### src/sv/ntc_pkg.sv
// Shared types, widths and constants for the NTC converter to Celsius pipeline.
// Used by every module of the block; depends on nothing.
package ntc_pkg;

  localparam int ADC_BITS = 12;
  localparam int SAMPLE_W = 12;
  localparam int BETA_W   = 16;
  localparam int R0_W     = 24;
  localparam int TEMP_W   = 11;

  localparam logic [ADC_BITS-1:0] FS = ADC_BITS'((1 << ADC_BITS) - 1);

  localparam int E_W    = 5;
  localparam int M_W    = 32;
  localparam int SQ_N   = 32;
  localparam int LN_W   = 37;
  localparam int L_W    = 39;
  localparam int MAG_W  = 38;
  localparam int INV_W  = 40;
  localparam int DVR_W  = 39;
  localparam int TQ_W   = 49;
  localparam int X_W    = 58;
  localparam int Y_W    = 17;
  localparam int PR_W   = 34;
  localparam int Q0_W   = 11;
  localparam int RR_W   = 18;

  localparam logic [M_W-1:0]   LN2_Q32  = 32'd2977044471;
  localparam logic [INV_W-1:0] INV25    = INV_W'((64'd20 << 32) / 64'd5963);
  localparam logic [X_W-1:0]   K_OFS    = X_W'(64'd27315 << 16);
  localparam logic [X_W-1:0]   SAT_LIM  = X_W'(64'd1024 * 64'd6553600);
  localparam logic [PR_W-1:0]  RECIP100 = PR_W'(41943);
  localparam logic [X_W-1:0]   SCALE100 = X_W'(100);
  localparam logic [RR_W-1:0]  DIV100   = RR_W'(100);
  localparam logic [R0_W-1:0]  FIXED_R  = R0_W'(1000);

  localparam logic signed [TEMP_W-1:0] TEMP_MIN = -11'sd273;
  localparam logic signed [TEMP_W-1:0] TEMP_MAX = 11'sd1023;

  localparam logic [BETA_W-1:0] BETA_RST = 16'd3614;
  localparam logic [R0_W-1:0]   R0_RST   = 24'd10000;

  localparam int FIFO_DEPTH = 4;
  localparam int PTR_W      = 2;
  localparam int CNT_W      = 3;

  // back pipeline stage positions
  localparam int LN_LAT = 35;
  localparam int D1_N   = MAG_W;
  localparam int D2_N   = TQ_W;
  localparam int IDX_A  = LN_LAT;
  localparam int IDX_B  = IDX_A + 1;
  localparam int IDX_D1 = IDX_B + 1;
  localparam int IDX_C  = IDX_D1 + D1_N;
  localparam int IDX_D2 = IDX_C + 1;
  localparam int IDX_P1 = IDX_D2 + D2_N;
  localparam int NST    = IDX_P1 + 3;

  localparam int APB_AW = 3;
  localparam int APB_DW = 32;

  typedef enum logic [1:0] {
    KIND_NORM = 2'd0,
    KIND_LOW  = 2'd1,
    KIND_HIGH = 2'd2
  } kind_e;

  typedef struct packed {
    logic [ADC_BITS-1:0] a;
    logic [ADC_BITS-1:0] b;
    kind_e               kind;
  } item_t;

endpackage

### src/sv/ntc_front.sv
// Input stage: takes samples, flags the fixed fault cases, pushes to the queue.
// Uses ntc_pkg types.
module ntc_front (
  input  logic                        clk_i,
  input  logic                        rst_ni,
  input  logic                        in_valid_i,
  output logic                        in_stall_o,
  input  logic [ntc_pkg::SAMPLE_W-1:0] adc_sample_i,
  input  logic [ntc_pkg::BETA_W-1:0]  beta_i,
  input  logic [ntc_pkg::R0_W-1:0]    r0_i,
  input  logic                        full_i,
  output logic                        push_o,
  output ntc_pkg::item_t              item_o
);

  logic                f_valid_q;
  ntc_pkg::item_t      item_q;
  ntc_pkg::item_t      item_d;
  logic                accept;
  logic [ntc_pkg::ADC_BITS-1:0] a;

  assign push_o     = f_valid_q && !full_i;
  assign in_stall_o = f_valid_q && full_i;
  assign accept     = in_valid_i && !in_stall_o;

  always_comb begin
    a           = adc_sample_i[ntc_pkg::ADC_BITS-1:0];
    item_d.a    = a;
    item_d.b    = ntc_pkg::FS - a;
    item_d.kind = ntc_pkg::KIND_NORM;
    if (a == '0 || a == ntc_pkg::FS || beta_i == '0 || r0_i == '0) begin
      item_d.kind = ntc_pkg::KIND_LOW;
    end
  end

  always_ff @(posedge clk_i or negedge rst_ni) begin
    if (!rst_ni) begin
      f_valid_q <= 1'b0;
    end else if (accept) begin
      f_valid_q <= 1'b1;
    end else if (push_o) begin
      f_valid_q <= 1'b0;
    end
  end

  always_ff @(posedge clk_i) begin
    if (accept) begin
      item_q <= item_d;
    end
  end

  assign item_o = item_q;

endmodule

### config.mk
export PLATFORM = sky130hd
export DESIGN_NAME = ntc_front
export DESIGN_NICKNAME = d
export VERILOG_FILES = /design/src/sv/ntc_pkg.sv /design/src/sv/ntc_front.sv
export SDC_FILE = /design/constraint.sdc
export NUM_CORES = 1
export LEC_CHECK = 0
export BUFFER_PORTS_ARGS = -buffer_cell sky130_fd_sc_hd__buf_4
export CORE_ASPECT_RATIO = 1.75
export CORE_MARGIN = 2
export CORE_UTILIZATION = 37
export CTS_CLUSTER_DIAMETER = 100
export CTS_CLUSTER_SIZE = 16
export DETAILED_ROUTE_END_ITERATION = 10
export PLACE_DENSITY_LB_ADDON = 0.08
export SETUP_SLACK_MARGIN = 0.4
export SYNTH_ARGS = -nofsm -noshare
export SYNTH_HDL_FRONTEND = slang
export SYNTH_SLANG_ARGS = --single-unit
### constraint.sdc
create_clock -name clk_i -period 2.4 [get_ports clk_i]
set_input_delay 0.24 -clock clk_i [delete_from_list [all_inputs] [get_ports clk_i]]
set_output_delay 0.24 -clock clk_i [all_outputs]
set_load 0.02 [all_outputs]
-- Word-level counts from Yosys, hierarchy flattened
Index checks and enable logic that the tools add are counted.
- bits in registers: 27
- logic and storage cells: 21
- $add $sub $neg: 1
- equal/unequal tests: 1
- multiplexer cells: 3
- reductions and logical operators: 12
- operator list (kind ; count):
    24-bit zero test ; 1
    16-bit zero test ; 1
    12-bit == test (second input constant) ; 1
    12-bit zero test ; 1
    12-bit subtractor (first input constant) ; 1
    1-bit logical AND ; 3
    1-bit logical OR ; 3
    1-bit 2-to-1 mux ; 3
    1-bit zero test ; 2
    2-bit nonzero test ; 1

-- Logic depth before layout (Yosys ltp)
Gate-level depths: netlist of the first run.
- depth in word-level cells: 5
- depth in mapped cells: 4
- mapped depth without buffers: 4

-- Least setup slack after synthesis of the first run
OpenSTA, ideal clock, no wires.
- path kind: reg2reg
- from: register f_valid_q
- to: register item_q, in the netlist item_o[0], enable pin
- setup time: 0.410 ns
- arrival: 1.734 ns
- path slack: 0.257 ns
- stages on the path, launching flop included: 3
- buffers on the path: 0
- cells stage by stage: dfrtp_1 and2_1 nor2b_1
- cells in the longest elaborated chain, start to end: 3
- RTL lines (item ; RTL line ; text):
    start, declared ; ntc_front.sv:16 ; logic f_valid_q;
    start signal, assigned ; ntc_front.sv:38 ; f_valid_q <= 1'b0;
    start signal, assigned ; ntc_front.sv:40 ; f_valid_q <= 1'b1;
    start signal, assigned ; ntc_front.sv:42 ; f_valid_q <= 1'b0;
    1-bit logical AND ; ntc_front.sv:23 ; assign in_stall_o = f_valid_q && full_i;
    via in_stall_o ; ntc_front.sv:7 ; output logic in_stall_o,
    1-bit zero test ; ntc_front.sv:24 ; assign accept = in_valid_i && !in_stall_o;
    1-bit logical AND ; ntc_front.sv:24 ;
    via accept ; ntc_front.sv:19 ; logic accept;
    end signal, assigned ; ntc_front.sv:48 ; item_q <= item_d;
    end, declared ; ntc_front.sv:17 ; ntc_pkg::item_t item_q;
The timed path passes the listed nets, and every way through them passes these cells.
A chain may end at the register's enable or synchronous reset.

-- Worst setup path in the final report of the first run
- from: register f_valid_q
- to: register item_q, in the netlist item_o[2], enable pin
- cells in the longest elaborated chain, start to end: 3
- RTL lines (item ; RTL line):
    1-bit logical AND ; ntc_front.sv:23
    1-bit zero test ; ntc_front.sv:24
    1-bit logical AND ; ntc_front.sv:24
    via accept ; ntc_front.sv:19
The timed path passes the listed nets, and every way through them passes these cells.

==> results of run 1 <==
[stage by stage]
stage | area, um^2 | cells | total power, mW
global route | 1724 | 180 | 0.9904
detailed placement | 1669 | 175 | 0.7206
finish | 1724 | 180 | 0.9505
CTS | 1724 | 180 | 0.9622
floorplan | 1020 | 66 | 0.5992
global placement | 1669 | 175 | 0.7152
[path summary, 6_finish.rpt]
path	startpoint	endpoint	slack [ps]	depth (start not counted)
setup reg to reg	f_valid_q	item_o[2]	1110	3
hold / removal	in_valid_i	f_valid_q	170	2
min in group asynchronous	rst_ni	f_valid_q	290	2
hold reg to reg	f_valid_q	f_valid_q	680	2
max in group asynchronous	rst_ni	f_valid_q	2030	2
setup / recovery	f_valid_q	item_o[2]	1110	3
[cell type report]
| cell class | instances | area, um^2 | share of cell area, % |
|---|---|---|---|
| inverters | 12 | 45.04 | 2.612 |
| multi-input cells | 27 | 191.4 | 11.10 |
| repair buffers | 84 | 633.1 | 36.72 |
| well taps | 27 | 33.78 | 1.959 |
| flip-flops and latches | 26 | 775.7 | 44.99 |
| clock buffers | 4 | 45.04 | 2.612 |
[metal layers]
layer  GRT usage [%]  up-vias  part of all wire [%]
met4           9.091        0                   2.5
met3           4.914        5                    13
met1           13.17      406                    27
met5               0        -                     0
li1                -      424                     -
met2           28.10       66                    57
[flip-flops by register name, indices dropped and copies added (netlist names)]
register   count
f_valid_q      1
item_o        25
[Yosys cell counts (2+ instances only)]
cell / n / area, um^2
nand4_1: 5 / 31.28
edfxtp_1: 25 / 750.7
inv_1: 12 / 45.04
nor4_1: 9 / 56.30
nor2b_1: 2 / 12.51
nor4_2: 4 / 50.05
[power by group through the flow]
| stage | Combinational [mW] | Clock (mW) | Sequential [mW] |
|---|---|---|---|
| final | 0.176 | 0.242 | 0.533 |
| after global routing | 0.189 | 0.267 | 0.535 |
| after CTS | 0.179 | 0.250 | 0.533 |
| after detailed placement | 0.177 | 0 | 0.544 |
| after global placement | 0.172 | 0 | 0.543 |
| after floorplan | 0.0261 | 0 | 0.573 |
[kinds of logic (layout without fill, tap and decap cells)]
| logic type | count (synthesis) | count (layout) |
|---|---|---|
| compound gates | 2 | 2 |
| other cells | 1 | 1 |
| flops | 26 | 26 |
| buf+inv | 13 | 100 |
| simple gates | 24 | 24 |
[timing repair]
action / CTS / global route
hold buffers: 1 / 0
hold endpoints to repair: 1 / 0
endpoints found under the setup margin: 0 / 0
==> impl_metrics.toml, run 1 <==
[cells_and_area]
fill_cells = 230
mostFrequentLayoutCells = "buf_4 (83), edfxtp_1 (25), inv_1 (12)"
syn_to_final_growth_pct = 69.50
layout-drive-gt1-share_pct = 60.13
fin_util_pct = 64.85
layout_commonest_cell = "buf_4"
n_antenna_cell = 0
fin_nets = 210

[global_routing]
grt_max_degree = 26
overflow = 0
grt_pass1_wl_mm = 3.477
grt_pass1_vias = 884
antenna_found_initial = 0
grtUsageTotal_pct = 15.11

[clocking]
cts_post_setup_buffers_inserted = 0
cts-root-buf = "clkbuf_8"
cts_made_buffers = 3
clock-sinks = 26
h-tree-depth = 1
clock_latency_ps = 260
clk_path_buf_depth = 2
clk_pin_slew_ps = 80
ctsResizeCount = 0
cts_tree = "yes"

[power_and_ir_drop]
ir_drop_mv = 0.2879
power.share.switching_pct = 22.08
p_clk_share_pct = 25.4
p_leak_nw = 0.7665
p_switching_mw = 0.2099
powerDensity_mw_per_mm2 = 551.3
power_frac_seq_pct = 56.0
internal_power_mw = 0.7407
pwr-share-comb_pct = 18.5

[place]
place_ws_ps = 1106
hpwlAfterDp_mm = 1.959
gp_congestion = 0.7792
portBuffers = 82

[detailed_routing]
num_vias = 901
routed_wl_mm = 2.299
drt-wirelength-per-cell_um = 12.77
first_pass_iters = 4
antenna_left = 0
drt-initial-drc-count = 7
vias_per_cell = 5.006
drc = 0

[flow_run]
cap_violations = 0

[synth]
muxShareOfSynthArea_pct = 0
syn_avg_cell_area_um2 = 15.41
yosysWarnings = 0
synthDistinctLibCells = 15
synth_top_family_by_area = "simple AND/OR/NAND/NOR gates"
ys_async_sr_fraction_pct = 3.846
synth_nets = 122
syn_inst = 66
ys_seq_area_share_pct = 76.26
yosys.area_share.simple_pct = 16.85
synth_fa_ha_area_share_pct = 0
ys.flop_type = "edfxtp_1"
synth_edf_count = 25
synth_xor_area_share_pct = 0
netlist_area_mm2 = 0.001017
synth_compound_area_share_pct = 1.353
synth.ff_latch_count = 26

[worst_hold_path]
min_path_type = "in2reg"

[worst_setup_path]
critPathBufInv = 1
worst-setup-path-type = "reg2reg"
critPathSlowestCell = "dfrtp_1"
worstPathArrival_ps = 1240
worstPathRequired_ps = 2340
crit_fanout = 25
crit_chain = "and2_1 > nor2b_2 > buf_4"
crit_path_end_kind = "flop"
crit_family = "flip-flops"
slowest_delay_ps = 380
start_kind = "flop"

[die]
design.core.area_mm2 = 0.002659
fp.dieH_um = 73.36
ios = 84
die_area_mm2 = 0.003201
start_util_pct = 38.26
die_w_um = 43.64
rows = 25

[timing]
finalSetupViolCount = 0
fin_tns_setup_ps = 0
layout_setup_ws_ps = 1107
fin_worst_skew_ps = 1.424
whs_ps = 170.0
slew_violations = 0
layout_min_cycle_time_ps = 1293
hold_violations = 0
rsz0062_at_grt = "false"
fmax_mhz = 773.6
fin_crit_sh_pct = 53.86

[status]
outcome = "completed"
Note: power is estimated with default switching activity, not from simulation.
==> run 2, diff against run 1 <==
- ABC_AREA: unset -> 1
- CORE_UTILIZATION: 37 -> 38
- clock period: 2.4 -> 1.2 ns (I/O delays scaled with it)
==> run 2 against run 1 <==
  * Register-to-register slack worse by 1000 ps
  * Sequential share of layout area is 4.5 points lower
  * Final area is 11% higher
  * Clock power is 95% higher
==> impl_metrics.toml, run 2 <==
[detailed_routing]
routed_wl_mm = 2.295
first_pass_iters = 2
drt-initial-drc-count = 11
drt-wirelength-per-cell_um = 10.48
vias_per_cell = 4.530
num_vias = 992
antenna_left = 0
drc = 0

[flow_run]
cap_violations = 0

[worst_hold_path]
hold_depth = 1
min_path_type = "in2reg"

[synth]
ys_async_sr_fraction_pct = 3.846
netlist_area_mm2 = 0.001082
synthDistinctLibCells = 10
synth.ff_latch_count = 26
netlist.area_leader.share_pct = 69.36
ys_seq_area_share_pct = 71.68
syn_inst = 104
synth_top_area_cell = "edfxtp_1"
synth_edf_count = 25
synth_nets = 160
ys.flop_type = "edfxtp_1"
yosysMostFrequentCell = "nor2_1"
syn_avg_cell_area_um2 = 10.41
synthTopCellsByCount = "nor2_1 (37), edfxtp_1 (25), nand2_1 (18)"
synth.area.top_cells = "edfxtp_1 (69%), nor2_1 (13%), nand2_1 (6.2%)"
yosysWarnings = 0

[worst_setup_path]
worstPathArrival_ps = 1070
worstPathRequired_ps = 1170
crit_family = "flip-flops"
worst-setup-path-type = "reg2reg"
slowest_delay_ps = 390
crit_fanout = 25
start_kind = "flop"
crit_path_end_kind = "flop"
critPathSlowestCell = "dfrtp_1"
path_depth = 4
critPathBufInv = 2
reg2reg_depth = 4
crit_chain = "nand2_2 > inv_2 > nor2_4 > buf_12"

[cells_and_area]
fill_cells = 213
mostFrequentLayoutCells = "buf_4 (57), nor2_1 (35), buf_6 (26)"
fin_util_pct = 70.44
syn_to_final_growth_pct = 77.11
layout-drive-gt1-share_pct = 47.92
multiInputGateArea_um2 = 255.2
n_antenna_cell = 0
instances_no_fill = 219
largest_reg_flops = 25
layout_commonest_cell = "buf_4"
fin_nets = 249
register_area_um2 = 775.7

[place]
portBuffers = 82
gp_congestion = 0.7360
post-place-cells = 213
hpwlAfterDp_mm = 1.977
place_ws_ps = 82.15

[timing]
rsz0062_at_grt = "true"
fmax_mhz = 907.7
finalSetupViolCount = 0
fin_crit_sh_pct = 91.80
whs_ps = 60.96
layout_min_cycle_time_ps = 1102
hold_violations = 0
slew_violations = 0
fin_worst_skew_ps = 2.525
layout_setup_ws_ps = 98.37

[global_routing]
grt_max_degree = 26
grt_pass1_vias = 977
grtUsageTotal_pct = 14.41
grt_pass1_wl_mm = 3.532
antenna_found_initial = 0
overflow = 0

[die]
start_util_pct = 39.77
die_w_um = 44.34
ios = 84
fp.dieH_um = 74.60
rows = 25
design.core.area_mm2 = 0.002721
die_area_mm2 = 0.003308

[clocking]
clk_pin_slew_ps = 80
cts_made_buffers = 3
clock-sinks = 26
clk_path_buf_depth = 2
cts-root-buf = "clkbuf_8"
clock_latency_ps = 260
cts_tree = "yes"
h-tree-depth = 1

[power_and_ir_drop]
power_frac_seq_pct = 55.1
p_clk_share_pct = 24.1
powerDensity_mw_per_mm2 = 1019
p_leak_nw = 0.8944
internal_power_mw = 1.524
ir_drop_mv = 0.4584
power.share.switching_pct = 21.96
pwr-share-comb_pct = 20.8
p_switching_mw = 0.4288

[status]
outcome = "completed"
run 2: cell families (layout without fill, tap and decap cells):
group,after synthesis,count (layout),share of synthesized area [%]
buf+inv,16,104,5.896
flops,26,26,71.68
other cells,1,1,0.3465
simple gates,61,61,22.08
run 2: metrics by stage:
step	power (mW)	instance area [um^2]	setup TNS (ps)
after floorplan	1.218	1090	-3234
after CTS	1.964	1899	0
final	1.953	1917	0
after detailed placement	1.463	1752	0
after global routing	2.025	1917	0
after global placement	1.453	1752	0
run 2: what timing repair did:
item	4_1_cts	5_1_grt
endpoints found under the hold margin	1	0
gates cloned	0	0
gates resized for setup	23	5
hold buffers	1	0
pin swaps	0	1
endpoints found under the setup margin	52	52
setup buffers	1	0
run 2: power groups by stage:
stage	Clock, mW	Combinational, mW	Sequential, mW
detailed placement	0	0.375	1.09
CTS	0.484	0.405	1.08
global placement	0	0.367	1.09
floorplan	0	0.0721	1.15
global route	0.508	0.438	1.08
finish	0.471	0.406	1.08
run 2: area by class of cell:
cell class              instances  area share, %
flip-flops and latches         26          40.47
well taps                      27          1.762
inverters                      15          2.937
multi-input cells              62          13.32
clock buffers                   4          2.350
repair buffers                 85          39.16
run 2: final timing paths:
| path | from | end | slack [ps] |
|---|---|---|---|
| max | f_valid_q | item_o[11] | 100 |
| min | adc_sample_i[3] | item_o[17] | 60 |
| max reg2reg | f_valid_q | item_o[11] | 100 |
| min reg2reg | f_valid_q | f_valid_q | 610 |
| max in group asynchronous | rst_ni | f_valid_q | 940 |
| min in group asynchronous | rst_ni | f_valid_q | 180 |
run 2: per-layer routing:
layer	part of all wire, %	wire [um]	vias to the layer above	track usage (%)
met5	0	0	-	0
met4	1.6	37	0	7.071
met3	7.5	173	2	1.214
met2	59	1350	54	29.25
met1	32	733	433	13.45
li1	-	-	503	-
