===== src/sv/ntc_pkg.sv =====
// Shared types, widths and constants for the NTC converter to Celsius pipeline.
// Used by every module of the block; depends on nothing.
package ntc_pkg;

  localparam int ADC_BITS = 12;
  localparam int SAMPLE_W = 12;
  localparam int BETA_W   = 16;
  localparam int R0_W     = 24;
  localparam int TEMP_W   = 11;

  localparam logic [ADC_BITS-1:0] FS = ADC_BITS'((1 << ADC_BITS) - 1);

  localparam int E_W    = 5;
  localparam int M_W    = 32;
  localparam int SQ_N   = 32;
  localparam int LN_W   = 37;
  localparam int L_W    = 39;
  localparam int MAG_W  = 38;
  localparam int INV_W  = 40;
  localparam int DVR_W  = 39;
  localparam int TQ_W   = 49;
  localparam int X_W    = 58;
  localparam int Y_W    = 17;
  localparam int PR_W   = 34;
  localparam int Q0_W   = 11;
  localparam int RR_W   = 18;

  localparam logic [M_W-1:0]   LN2_Q32  = 32'd2977044471;
  localparam logic [INV_W-1:0] INV25    = INV_W'((64'd20 << 32) / 64'd5963);
  localparam logic [X_W-1:0]   K_OFS    = X_W'(64'd27315 << 16);
  localparam logic [X_W-1:0]   SAT_LIM  = X_W'(64'd1024 * 64'd6553600);
  localparam logic [PR_W-1:0]  RECIP100 = PR_W'(41943);
  localparam logic [X_W-1:0]   SCALE100 = X_W'(100);
  localparam logic [RR_W-1:0]  DIV100   = RR_W'(100);
  localparam logic [R0_W-1:0]  FIXED_R  = R0_W'(1000);

  localparam logic signed [TEMP_W-1:0] TEMP_MIN = -11'sd273;
  localparam logic signed [TEMP_W-1:0] TEMP_MAX = 11'sd1023;

  localparam logic [BETA_W-1:0] BETA_RST = 16'd3614;
  localparam logic [R0_W-1:0]   R0_RST   = 24'd10000;

  localparam int FIFO_DEPTH = 4;
  localparam int PTR_W      = 2;
  localparam int CNT_W      = 3;

  // back pipeline stage positions
  localparam int LN_LAT = 35;
  localparam int D1_N   = MAG_W;
  localparam int D2_N   = TQ_W;
  localparam int IDX_A  = LN_LAT;
  localparam int IDX_B  = IDX_A + 1;
  localparam int IDX_D1 = IDX_B + 1;
  localparam int IDX_C  = IDX_D1 + D1_N;
  localparam int IDX_D2 = IDX_C + 1;
  localparam int IDX_P1 = IDX_D2 + D2_N;
  localparam int NST    = IDX_P1 + 3;

  localparam int APB_AW = 3;
  localparam int APB_DW = 32;

  typedef enum logic [1:0] {
    KIND_NORM = 2'd0,
    KIND_LOW  = 2'd1,
    KIND_HIGH = 2'd2
  } kind_e;

  typedef struct packed {
    logic [ADC_BITS-1:0] a;
    logic [ADC_BITS-1:0] b;
    kind_e               kind;
  } item_t;

endpackage


===== src/sv/ntc_fifo.sv =====
// Short request queue between the front stage and the conversion pipeline.
// Uses ntc_pkg types and depth.
module ntc_fifo (
  input  logic           clk_i,
  input  logic           rst_ni,
  input  logic           push_i,
  input  ntc_pkg::item_t item_i,
  output logic           full_o,
  input  logic           pop_i,
  output logic           avail_o,
  output ntc_pkg::item_t item_o
);

  ntc_pkg::item_t             mem_q [0:ntc_pkg::FIFO_DEPTH-1];
  logic [ntc_pkg::PTR_W-1:0]  wr_q;
  logic [ntc_pkg::PTR_W-1:0]  rd_q;
  logic [ntc_pkg::CNT_W-1:0]  cnt_q;
  logic                       do_push;
  logic                       do_pop;

  assign full_o  = cnt_q == ntc_pkg::CNT_W'(ntc_pkg::FIFO_DEPTH);
  assign avail_o = cnt_q != '0;
  assign do_push = push_i && !full_o;
  assign do_pop  = pop_i && avail_o;
  assign item_o  = mem_q[rd_q];

  always_ff @(posedge clk_i or negedge rst_ni) begin
    if (!rst_ni) begin
      wr_q  <= '0;
      rd_q  <= '0;
      cnt_q <= '0;
    end else begin
      if (do_push) begin
        wr_q <= wr_q + 1'b1;
      end
      if (do_pop) begin
        rd_q <= rd_q + 1'b1;
      end
      if (do_push && !do_pop) begin
        cnt_q <= cnt_q + 1'b1;
      end else if (do_pop && !do_push) begin
        cnt_q <= cnt_q - 1'b1;
      end
    end
  end

  always_ff @(posedge clk_i) begin
    if (do_push) begin
      mem_q[wr_q] <= item_i;
    end
  end

endmodule


===== config.mk =====
export PLATFORM = sky130hd
export DESIGN_NAME = ntc_fifo
export DESIGN_NICKNAME = d
export VERILOG_FILES = /design/src/sv/ntc_pkg.sv /design/src/sv/ntc_fifo.sv
export SDC_FILE = /design/constraint.sdc
export NUM_CORES = 1
export LEC_CHECK = 0
export BUFFER_PORTS_ARGS = -buffer_cell sky130_fd_sc_hd__buf_4
export CORE_AREA = 2 2 95 97
export DETAILED_ROUTE_END_ITERATION = 8
export DIE_AREA = 0 0 97 99
export PLACE_DENSITY_LB_ADDON = 0.08
export SETUP_SLACK_MARGIN = 0.1
export SLEW_MARGIN = 10
export SYNTH_ARGS = -nofsm -noshare
export SYNTH_HDL_FRONTEND = slang
export SYNTH_SLANG_ARGS = --single-unit
export TNS_END_PERCENT = 10

===== constraint.sdc =====
create_clock -name clk_i -period 1.95 [get_ports clk_i]
set_clock_uncertainty 0.1 [all_clocks]
set_input_delay 0.2925 -clock clk_i [delete_from_list [all_inputs] [get_ports clk_i]]
set_output_delay 0.2925 -clock clk_i [all_outputs]
set_load 0.05 [all_outputs]

After elaboration in Yosys (flattened, before gate mapping)
Memory sizes are Yosys's and may differ from the RTL's.
Cells that the tools add are included.
- reductions and logical operators: 9
- mux-type cells: 4
- add/sub/neg operators: 4
- equality and inequality tests: 1
- operators with widths (kind ; number):
    $mux W3 ; 2
    $add A2 B1 Y2 const B ; 2
    $logic_and A1 B1 Y1 ; 4
    $add A3 B1 Y3 const B ; 1
    $eq A3 B3 Y1 const B ; 1
    $logic_not A1 Y1 ; 3
    $reduce_bool A3 Y1 ; 1
    $sub A3 B1 Y3 const B ; 1
    $mux W1 ; 2
    $reduce_bool A2 Y1 ; 1
- register bits: 7
- output and inout bits: 28
- RAM bits: 104
- input bits: 30
- memories kept: 1
- memory list (name ; depth ; width ; read ports ; clocked after memory_dff ; wr ports ; RTL line ; RTL):
    mem_q ; 4 ; 26 ; 1 ; 0 ; 1 ; ntc_fifo.sv:14 ; ntc_pkg::item_t mem_q [0:ntc_pkg::FIFO_DEPTH-1];

Depth between registers and ports, before layout
Gate-level depths: netlist of run 1.
- word-level depth: 7
- mapped depth: 9
- gate-level depth less buffers: 8

Worst setup path after synthesis of run 1
Ideal clock, no wire load.
- kind: flip-flop to flip-flop
- start: register cnt_q[0] (netlist bit)
- end: register cnt_q[1] (netlist bit)
- stages on the path, launching flop included: 8
- clock period less this slack: 2.569 ns
- setup slack: -0.619 ns
- buffers on the path: 1
- setup time: 0.125 ns
- data required time: 1.725 ns
- data arrival time: 2.345 ns
- path through: dfrtp_1 > nor3b_2 > nor2b_1 > buf_6 > ha_1 > inv_1 > fa_1 > mux2_2
- cells in the longest elaborated chain, start to end: 6
- elaborated cells on any way between the ends: 14
- RTL lines (item ; RTL line ; RTL):
    start, declared ; ntc_fifo.sv:17 ; logic [ntc_pkg::CNT_W-1:0] cnt_q;
    start signal, assigned ; ntc_fifo.sv:40 ; cnt_q <= cnt_q + 1'b1;
    start signal, assigned ; ntc_fifo.sv:42 ; cnt_q <= cnt_q - 1'b1;
    $eq A3 B3 Y1 * ; ntc_fifo.sv:21 ; assign full_o = cnt_q == ntc_pkg::CNT_W'(ntc_pkg::FIFO_DEPTH);
    net full_o ; ntc_fifo.sv:8 ; output logic full_o,
    $logic_not A1 Y1 * ; ntc_fifo.sv:23 ; assign do_push = push_i && !full_o;
    $logic_and A1 B1 Y1 * ; ntc_fifo.sv:23 ;
    net do_push ; ntc_fifo.sv:18 ; logic do_push;
    $logic_not A1 Y1 ; ntc_fifo.sv:41 ; end else if (do_pop && !do_push) begin
    $logic_and A1 B1 Y1 ; ntc_fifo.sv:41 ;
    $reduce_bool A2 Y1 (no line) ; - ;
The timed path passes the listed nets; every way through them passes the cells marked *. The select of a mux whose other input is x is not followed.
A chain may end at the register's enable or synchronous reset.

==> impl_metrics.tcl, run 1 <==
set metrics [dict create \
    fmax_ghz 0.4640 \
    grt_max_degree 20 \
    startpoint_type "flop" \
    root_buffer "clkbuf_8" \
    cts_sinks 111 \
    coreArea_sq_mm 0.008551 \
    relSlewSlack 0.8422 \
    period_share 1.105 \
    post-route-drc-count 0 \
    synthTopCellsByCount "edfxtp_1 (104), mux4_2 (18), mux4_1 (8)" \
    rsz0062_at_grt "true" \
    syn_nets 207 \
    synth.avg_cell_area_sq_um 24.72 \
    gp_congestion 0.6379 \
    portBuffers 57 \
    yosysTopAreaCellShare 0.7389 \
    instances_no_fill 375 \
    place_ws_ps -118.3 \
    dpl.hpwl_um 4749 \
    final_layout_size_suffix_gt1_frac 0.5169 \
    wl_per_cell_um 19.92 \
    fin_crit_ps 2155 \
    cts_tree "done" \
    cp-end-kind "primary output" \
    cts_buffers 9 \
    area_growth_pct 28.66 \
    fillers 594 \
    finalHoldViolCount 0 \
    clk_path_buf_depth 2 \
    yosysSeqAreaShare 0.7803 \
    setup.worst_path.class "flop to primary output" \
    dpl_cell_area_sq_mm 0.004954 \
    p_leak_nw 1.944 \
    cts_max_level 3 \
    antenna_found_initial 0 \
    io_pins 58 \
    synthArstFlopShare 0.06306 \
    grt_pass1_wl_um 11490 \
    worst_ep_required_time_ps 1560 \
    drt_iter0_drc 101 \
    die_width_um 97 \
    grt_pass1_vias 2221 \
    crit_arrival_ps 1760 \
    finalPower_mw 9.474 \
    ys_seq_elements 111 \
    hold_path_class "input port to flop" \
    ant_nets 0 \
    num_vias 1975 \
    die_area_sq_mm 0.009603 \
    yosys-top-cells-area "edfxtp_1 (74%), mux4_2 (9.6%), mux4_1 (5.0%), dfrtp_1 (4.1%), ha_1 (1.5%)" \
    synth.most_common_cell "edfxtp_1" \
    cts.clk_slew.worst_paths_ps 100 \
    crit_fanout 7 \
    final_cell_area_sq_mm 0.005438 \
    powerDensity_mw_per_mm2 1742 \
    vdd_drop_max_mv 1.153 \
    antennaDiodeCount 0 \
    synth_edf_count 104 \
    syn_inst 171 \
    viasPerCell 5.267 \
    overflow 0 \
    dp.cells 349 \
    tightest_slew_ps 236.7 \
    tns_ps -4509 \
    netlist_area_sq_mm 0.004227 \
    final.setup.worst_slack_ps -205.2 \
    yosys.area.top_type "edfxtp_1" \
    track_usage 0.1627 \
    nets 298 \
    die_y_um 99 \
    status "finished with violations" \
    violations "negative setup slack" \
    drv_slew 0 \
    synth_cell_type_count 21 \
    maxCapViolCount 0 \
    drt_wl_total_um 7471 \
    insertion_delay_ps 360 \
    synthFlopType "edfxtp_1" \
    setup_viol 28 \
    rows 34 \
    dr.pass1.iters 4 \
    start_util 0.4943 \
    yosys_warnings 0 \
]
## worst max-delay path: stages, from the launching register on
cell	delay [ps]
dfrtp_2	420
buf_6	130
buf_16	130
mux4_2	540
buf_8	170
## final timing paths
path | start | endpoint | slack, ps | cells after the start
min | item_i[24] | mem_q[3][24] | 30 | 1
min in group asynchronous | rst_ni | cnt_q[2] | 160 | 2
min reg2reg | wr_q[1] | wr_q[1] | 490 | 1
max in group asynchronous | rst_ni | rd_q[0] | 1450 | 2
max reg2reg | cnt_q[2] | cnt_q[2] | -30 | 8
max | rd_q[0] | item_o[0] | -210 | 4
## per-stage QoR
step	utilization	hold slack, ps
2_1_floorplan	-	-103.1
3_3_place_gp	0.5793	9.381
3_5_place_dp	0.5793	11.32
4_1_cts	0.6283	9.195
5_1_grt	0.6359	1.077
6_report	0.6359	30.37
## where the power goes
group          switching [mW]  leakage, nW  internal, mW  total (mW)
registers               0.160         1.03          3.16        3.32
clock network           0.756        0.116         0.742        1.50
logic                    2.59        0.795          2.06        4.65
## cells in the final DEF (no fill, tap or decap), types with 3 or more instances in the layout
| cell | netlist | final |
|---|---|---|
| buf_4 | 0 | 44 |
| dfrtp_1 | 7 | 6 |
| clkbuf_8 | 0 | 9 |
| mux4_2 | 18 | 26 |
| xnor2_1 | 4 | 4 |
| buf_12 | 2 | 6 |
| edfxtp_1 | 104 | 104 |
| ha_1 | 5 | 4 |
| dlygate4sd3_1 | 0 | 3 |
| buf_6 | 2 | 29 |
## cells by family after synthesis
family                     share of synthesized area
xor gates and xnor gates                     0.01243
muxes                                         0.1519
DFF                                           0.7803
and+or+nand+nor                              0.01480
adders and majority gates                    0.01954
buffers and inverters                        0.02102
## layer usage
layer	global-route usage	share of wire
met5	0	0
met4	0.05092	0.0099
met3	0.05035	0.047
met2	0.2890	0.54
met1	0.1911	0.40
## cell type report
class / instances / area [sq um] / area share
flip-flops and latches: 111 / 3299 / 0.6068
repair buffers: 87 / 917.1 / 0.1687
multi-input cells: 50 / 848.3 / 0.1560
well taps: 108 / 135.1 / 0.02485
clock buffers: 9 / 123.9 / 0.02278
clock inverters: 7 / 102.6 / 0.01887
inverters: 3 / 11.26 / 0.002071
## registers in the layout, indices dropped and copies added (netlist names)
| name | count |
|---|---|
| rd_q | 2 |
| mem_q | 104 |
| wr_q | 2 |
| cnt_q | 3 |
## what timing repair did
item	4_1_cts	5_1_grt
setup buffers	3	1
hold endpoints to repair	7	6
pin swaps	2	0
resized for setup	43	4
endpoints found under the setup margin	125	79
gates cloned	2	1
hold buffers	1	2
No activity file was read; power rests on OpenSTA's default activity.
==> inputs of run 2 (changes only) <==
--- a/config.mk
+++ b/config.mk
@@ -6,9 +6,10 @@
 export NUM_CORES = 1
 export LEC_CHECK = 0
 export BUFFER_PORTS_ARGS = -buffer_cell sky130_fd_sc_hd__buf_4
-export CORE_AREA = 2 2 95 97
+export CORE_AREA = 2 2 94 96
+export CTS_BUF_LIST = sky130_fd_sc_hd__clkbuf_4 sky130_fd_sc_hd__clkbuf_8
 export DETAILED_ROUTE_END_ITERATION = 8
-export DIE_AREA = 0 0 97 99
+export DIE_AREA = 0 0 96 98
 export PLACE_DENSITY_LB_ADDON = 0.08
 export SETUP_SLACK_MARGIN = 0.1
 export SLEW_MARGIN = 10
==> run 2 against run 1 <==
Compared with the run above:
- the flow still finishes with violations (negative setup slack)
- power is 6.1% lower
- final cell count fell by 2.1%
- final area shrank 3.2%
- register-to-register slack got worse by 50 ps
==> impl_metrics.tcl, run 2 (synthesized netlist as in run 1, its figures left out) <==
set metrics [dict create \
    rsz0062_at_grt "true" \
    period_share 1.068 \
    reg_top3 "mem_q: 104 flops, cnt_q: 3 flops" \
    p_leak_nw 1.853 \
    cts_max_level 3 \
    cts_sinks 111 \
    cts_buffers 9 \
    nets 290 \
    setup_viol 28 \
    portBuffers 57 \
    start_util 0.4993 \
    ant_nets 0 \
    drt_iter0_drc 124 \
    viasPerCell 5.234 \
    final_layout_size_suffix_gt1_frac 0.5058 \
    rows 34 \
    maxCapViolCount 0 \
    top_register "mem_q" \
    r2r-start "cnt_q[1]" \
    antennaDiodeCount 0 \
    grt_pass1_wl_um 11050 \
    largest_reg_flops 104 \
    die_area_sq_mm 0.009408 \
    holdPathStages 1 \
    fin_crit_ps 2082 \
    overflow 0 \
    top_usage_layer "met2" \
    wl_per_cell_um 19.00 \
    violations "negative setup slack" \
    vdd_drop_max_mv 1.033 \
    num_vias 1921 \
    post-route-drc-count 0 \
    dr.pass1.iters 4 \
    final.setup.worst_slack_ps -132.2 \
    gp_congestion 0.6849 \
    worst_ep_required_time_ps 1560 \
    dpl.hpwl_um 4647 \
    drv_slew 0 \
    final_common_cell "edfxtp_1" \
    track_usage 0.1607 \
    clk_path_buf_depth 2 \
    die_y_um 98 \
    final_cell_mix "edfxtp_1 (104), buf_4 (51), mux4_2 (26)" \
    powerDensity_mw_per_mm2 1691 \
    hold_path_class "input port to flop" \
    startpoint_type "flop" \
    antenna_found_initial 0 \
    gr-usage-met3 0.02932 \
    root_buffer "clkbuf_8" \
    ff2ff_path_depth 8 \
    met1_usage 0.1974 \
    area_growth_pct 24.48 \
    grt_pass1_vias 2160 \
    insertion_delay_ps 350 \
    place_ws_ps -120.7 \
    min_from "item_i[15]" \
    tightest_slew_ps 243.9 \
    io_pins 58 \
    grt_max_degree 19 \
    tns_ps -2786 \
    coreArea_sq_mm 0.008466 \
    grtUsageMet2 0.2799 \
    cts.clk_slew.worst_paths_ps 100 \
    finalHoldViolCount 0 \
    drt_wl_total_um 6973 \
    cp-end-kind "primary output" \
    status "finished with violations" \
    crit_arrival_ps 1690 \
    cts_tree "done" \
    relSlewSlack 0.8374 \
    crit_start "rd_q[0]" \
    die_width_um 96 \
    crit_fanout 12 \
    setup.worst_path.class "flop to primary output" \
    fmax_ghz 0.4803 \
]
-- run 2: what timing repair did --
action	CTS	global route
pin swaps	0	5
gates resized for setup	30	4
hold endpoints to repair	7	0
hold buffers	1	0
setup endpoints to repair	77	50
buffers inserted	0	3
-- run 2: power breakdown --
group / total (mW) / switching, mW / internal (mW)
registers: 3.33 / 0.166 / 3.17
logic: 4.23 / 2.46 / 1.76
clock network: 1.34 / 0.721 / 0.618
total: 8.90 / 3.35 / 5.55
-- run 2: critical path, stage by stage (launching register included) --
cell and delay, ps:
dfrtp_2 410, buf_8 190, mux4_2 530, buf_4 210
-- run 2: path summary, 6_finish.rpt --
kind	slack, ps	to
max in group asynchronous	1430	rd_q[0]
min in group asynchronous	180	cnt_q[0]
min reg2reg	480	cnt_q[1]
max	-130	item_o[5]
max reg2reg	-80	cnt_q[2]
min	30	mem_q[0][15]
-- run 2: final cells by class --
class / count / area, sq um
sequential: 111 / 3301
fill: 571 / 3204
multi-input combinational: 50 / 847.1
timing repair buffer: 79 / 765.7
tap: 108 / 135.1
clock buffer: 10 / 131.4
clock inverter: 6 / 70.07
inverter: 3 / 11.26
-- run 2: metal layers --
layer	wire length, um	vias up
met2	3806	55
met1	2781	989
met5	0	-
met4	112	0
met3	272	10
li1	-	867
-- run 2: through the flow --
stage | instance area [sq um] | hold slack, ps | total power [mW] | util | instances
6_report | 5261 | 31.93 | 8.897 | 0.6215 | 367
5_1_grt | 5261 | 11.09 | 9.310 | 0.6215 | 367
4_1_cts | 5228 | 18.93 | 8.940 | 0.6175 | 364
3_5_place_dp | 4964 | 16.12 | 7.339 | 0.5863 | 347
3_3_place_gp | 4964 | 6.459 | 7.233 | 0.5863 | 347
2_1_floorplan | 4254 | -103.1 | 6.158 | - | 171
==> inputs of run 3 (changes only) <==
--- a/config.mk
+++ b/config.mk
@@ -5,11 +5,12 @@
 export SDC_FILE = /design/constraint.sdc
 export NUM_CORES = 1
 export LEC_CHECK = 0
+export ABC_AREA = 1
 export BUFFER_PORTS_ARGS = -buffer_cell sky130_fd_sc_hd__buf_4
-export CORE_AREA = 2 2 94 96
+export CORE_AREA = 2 2 99 101
 export CTS_BUF_LIST = sky130_fd_sc_hd__clkbuf_4 sky130_fd_sc_hd__clkbuf_8
 export DETAILED_ROUTE_END_ITERATION = 8
-export DIE_AREA = 0 0 96 98
+export DIE_AREA = 0 0 101 103
 export PLACE_DENSITY_LB_ADDON = 0.08
 export SETUP_SLACK_MARGIN = 0.1
 export SLEW_MARGIN = 10
==> run 3 against run 2 <==
Compared with the run above:
- the flow still finishes with violations (negative setup slack)
- wire length is 24% higher
- die area up 11%
- clock power about the same
- synthesized cell count rose by 110%
- hold slack got worse by 3.6 ps
- via count grew 44%
- synthesized area rose by 13%
- register-to-register slack better by 230 ps
- utilization rose by 0.39 points
- clock-buffer cell count down 1
- critical path depth grew 4
- largest cell class unchanged
==> impl_metrics.tcl, run 3 <==
set metrics [dict create \
    powerDensity_mw_per_mm2 1727 \
    synthFlopType "edfxtp_1" \
    syn_nets 399 \
    final.setup.worst_slack_ps -25.11 \
    rsz0062_at_grt "true" \
    insertion_delay_ps 350 \
    io_pins 58 \
    yosys_warnings 0 \
    grt_pass1_wl_um 13850 \
    synthArstFlopShare 0.06306 \
    wl_per_cell_um 15.55 \
    rows 36 \
    synthTopCellsByCount "edfxtp_1 (104), nand2_1 (96), inv_1 (62)" \
    die_area_sq_mm 0.01040 \
    root_buffer "clkbuf_8" \
    coreArea_sq_mm 0.009459 \
    setup.worst_path.class "flop to primary output" \
    gp_congestion 0.7002 \
    synth_edf_count 104 \
    syn_inst 363 \
    top_register "mem_q" \
    synth.avg_cell_area_sq_um 13.16 \
    reg_top3 "mem_q: 104 flops, cnt_q: 3 flops" \
    largest_reg_flops 104 \
    yosysTopAreaCellShare 0.6539 \
    dp.cells 532 \
    finalHoldViolCount 0 \
    netlist_area_sq_mm 0.004776 \
    drt_wl_total_um 8661 \
    crit_arrival_ps 1580 \
    ant_nets 0 \
    die_y_um 103 \
    antenna_found_initial 0 \
    die_width_um 101 \
    final_cell_mix "edfxtp_1 (104), nand2_1 (91), inv_1 (61)" \
    fin_crit_ps 1975 \
    nets 475 \
    dr.pass1.iters 4 \
    viasPerCell 4.957 \
    cts.clk_slew.worst_paths_ps 110 \
    cts_buffers 9 \
    relSlewSlack 0.7881 \
    yosys-top-cells-area "edfxtp_1 (65%), o211ai_2 (10%), nand2_1 (7.5%), inv_1 (4.9%), dfrtp_1 (3.7%)" \
    tightest_slew_ps 317.9 \
    grt_pass1_vias 2779 \
    grt_max_degree 29 \
    track_usage 0.1777 \
    fmax_ghz 0.5063 \
    final_common_cell "edfxtp_1" \
    period_share 1.013 \
    instances_no_fill 557 \
    post-route-drc-count 0 \
    p_leak_nw 2.471 \
    final_cell_area_sq_mm 0.005916 \
    drt_iter0_drc 85 \
    synth.most_common_cell "edfxtp_1" \
    hold_path_class "input port to flop" \
    antennaDiodeCount 0 \
    holdPathStages 1 \
    maxCapViolCount 0 \
    ff2ff_path_depth 10 \
    cts_tree "done" \
    dpl_cell_area_sq_mm 0.005440 \
    cp-end-kind "primary output" \
    yosysSeqAreaShare 0.6906 \
    startpoint_type "flop" \
    status "finished with violations" \
    final_layout_size_suffix_gt1_frac 0.3454 \
    num_vias 2761 \
    cts_sinks 111 \
    vdd_drop_max_mv 1.382 \
    crit_fanout 18 \
    dpl.hpwl_um 5229 \
    portBuffers 57 \
    area_growth_pct 23.87 \
    setup_viol 15 \
    synth_cell_type_count 17 \
    yosys.area.top_type "edfxtp_1" \
    cts_max_level 3 \
    ys_seq_elements 111 \
    clk_path_buf_depth 2 \
    overflow 0 \
    violations "negative setup slack" \
    drv_slew 0 \
    start_util 0.5049 \
    worst_ep_required_time_ps 1560 \
]
==> run 3: changes by cell type in the layout (fill, tap and decap cells not counted), sizes merged, moves of 4 or more <==
cell and delta:
and2 -4, inv +65, mux4 -26, nand2 +95
nand3 +6, o211ai +52
==> run 3: path summary, 6_finish.rpt <==
kind	from	end	slack (ps)
worst min register to register	wr_q[1]	wr_q[1]	450
worst max register to register	cnt_q[0]	cnt_q[2]	150
worst max-delay path	rd_q[0]	item_o[11]	-30
worst min-delay path	item_i[7]	mem_q[3][7]	30
max in group asynchronous	rst_ni	cnt_q[1]	1450
min in group asynchronous	rst_ni	cnt_q[2]	180
==> run 3: logic make-up after synthesis <==
| group | share of synthesized area |
|---|---|
| compound gates | 0.1237 |
| fa+ha+maj | 0.01729 |
| flops | 0.6906 |
| simple gates | 0.08724 |
| buf+inv | 0.07938 |
| xor+xnor | 0.001834 |
==> run 3: final cells by class <==
class	count	area, sq um
Fill cell	746	3543
Sequential cell	111	3298
Multi-Input combinational cell	168	1164
Timing Repair Buffer	81	855.8
Inverter	68	260.3
Tap cell	114	142.6
Clock buffer	9	123.9
Clock inverter	6	71.32
==> run 3: per-layer routing <==
metal  track usage  wire length, um
met5             0                0
met4       0.05925               65
met2        0.3123             4535
met1        0.2224             3735
met3       0.03525              325
==> run 3: repair_timing <==
item,in CTS,in global routing
hold buffers,1,0
setup buffers,7,0
cloned,2,0
endpoints found under the setup margin,28,28
pin swaps,9,0
gates resized for setup,36,4
endpoints found under the hold margin,7,0
==> run 3: per-stage QoR <==
step                      setup TNS, ps  hold WS (ps)  setup slack (ps)    util  power (mW)
after floorplan                   -3033        -103.1            -46.36       -       6.850
after global placement                0         10.96             159.5  0.5751       8.169
after detailed placement              0         11.58             86.78  0.5751       8.260
after CTS                        -561.8         7.460            -53.58  0.6238       10.32
after global routing              -2539         1.298            -135.8  0.6254       10.77
final                            -204.7         28.33            -25.11  0.6254       10.22
==> run 3: power by group <==
group / switching (mW) / total, mW / leakage [nW] / internal, mW
registers: 0.186 / 3.33 / 1.04 / 3.14
logic: 3.51 / 5.54 / 1.35 / 2.03
clock network: 0.750 / 1.35 / 0.0855 / 0.595
total: 4.44 / 10.2 / 2.47 / 5.77
==> run 3: critical path, cell delays in order (launching register included) <==
cell,delay (ps)
dfrtp_1,430
inv_4,150
buf_12,130
buf_16,150
nand2_1,70
o211ai_2,60
nand2_1,80
buf_6,150
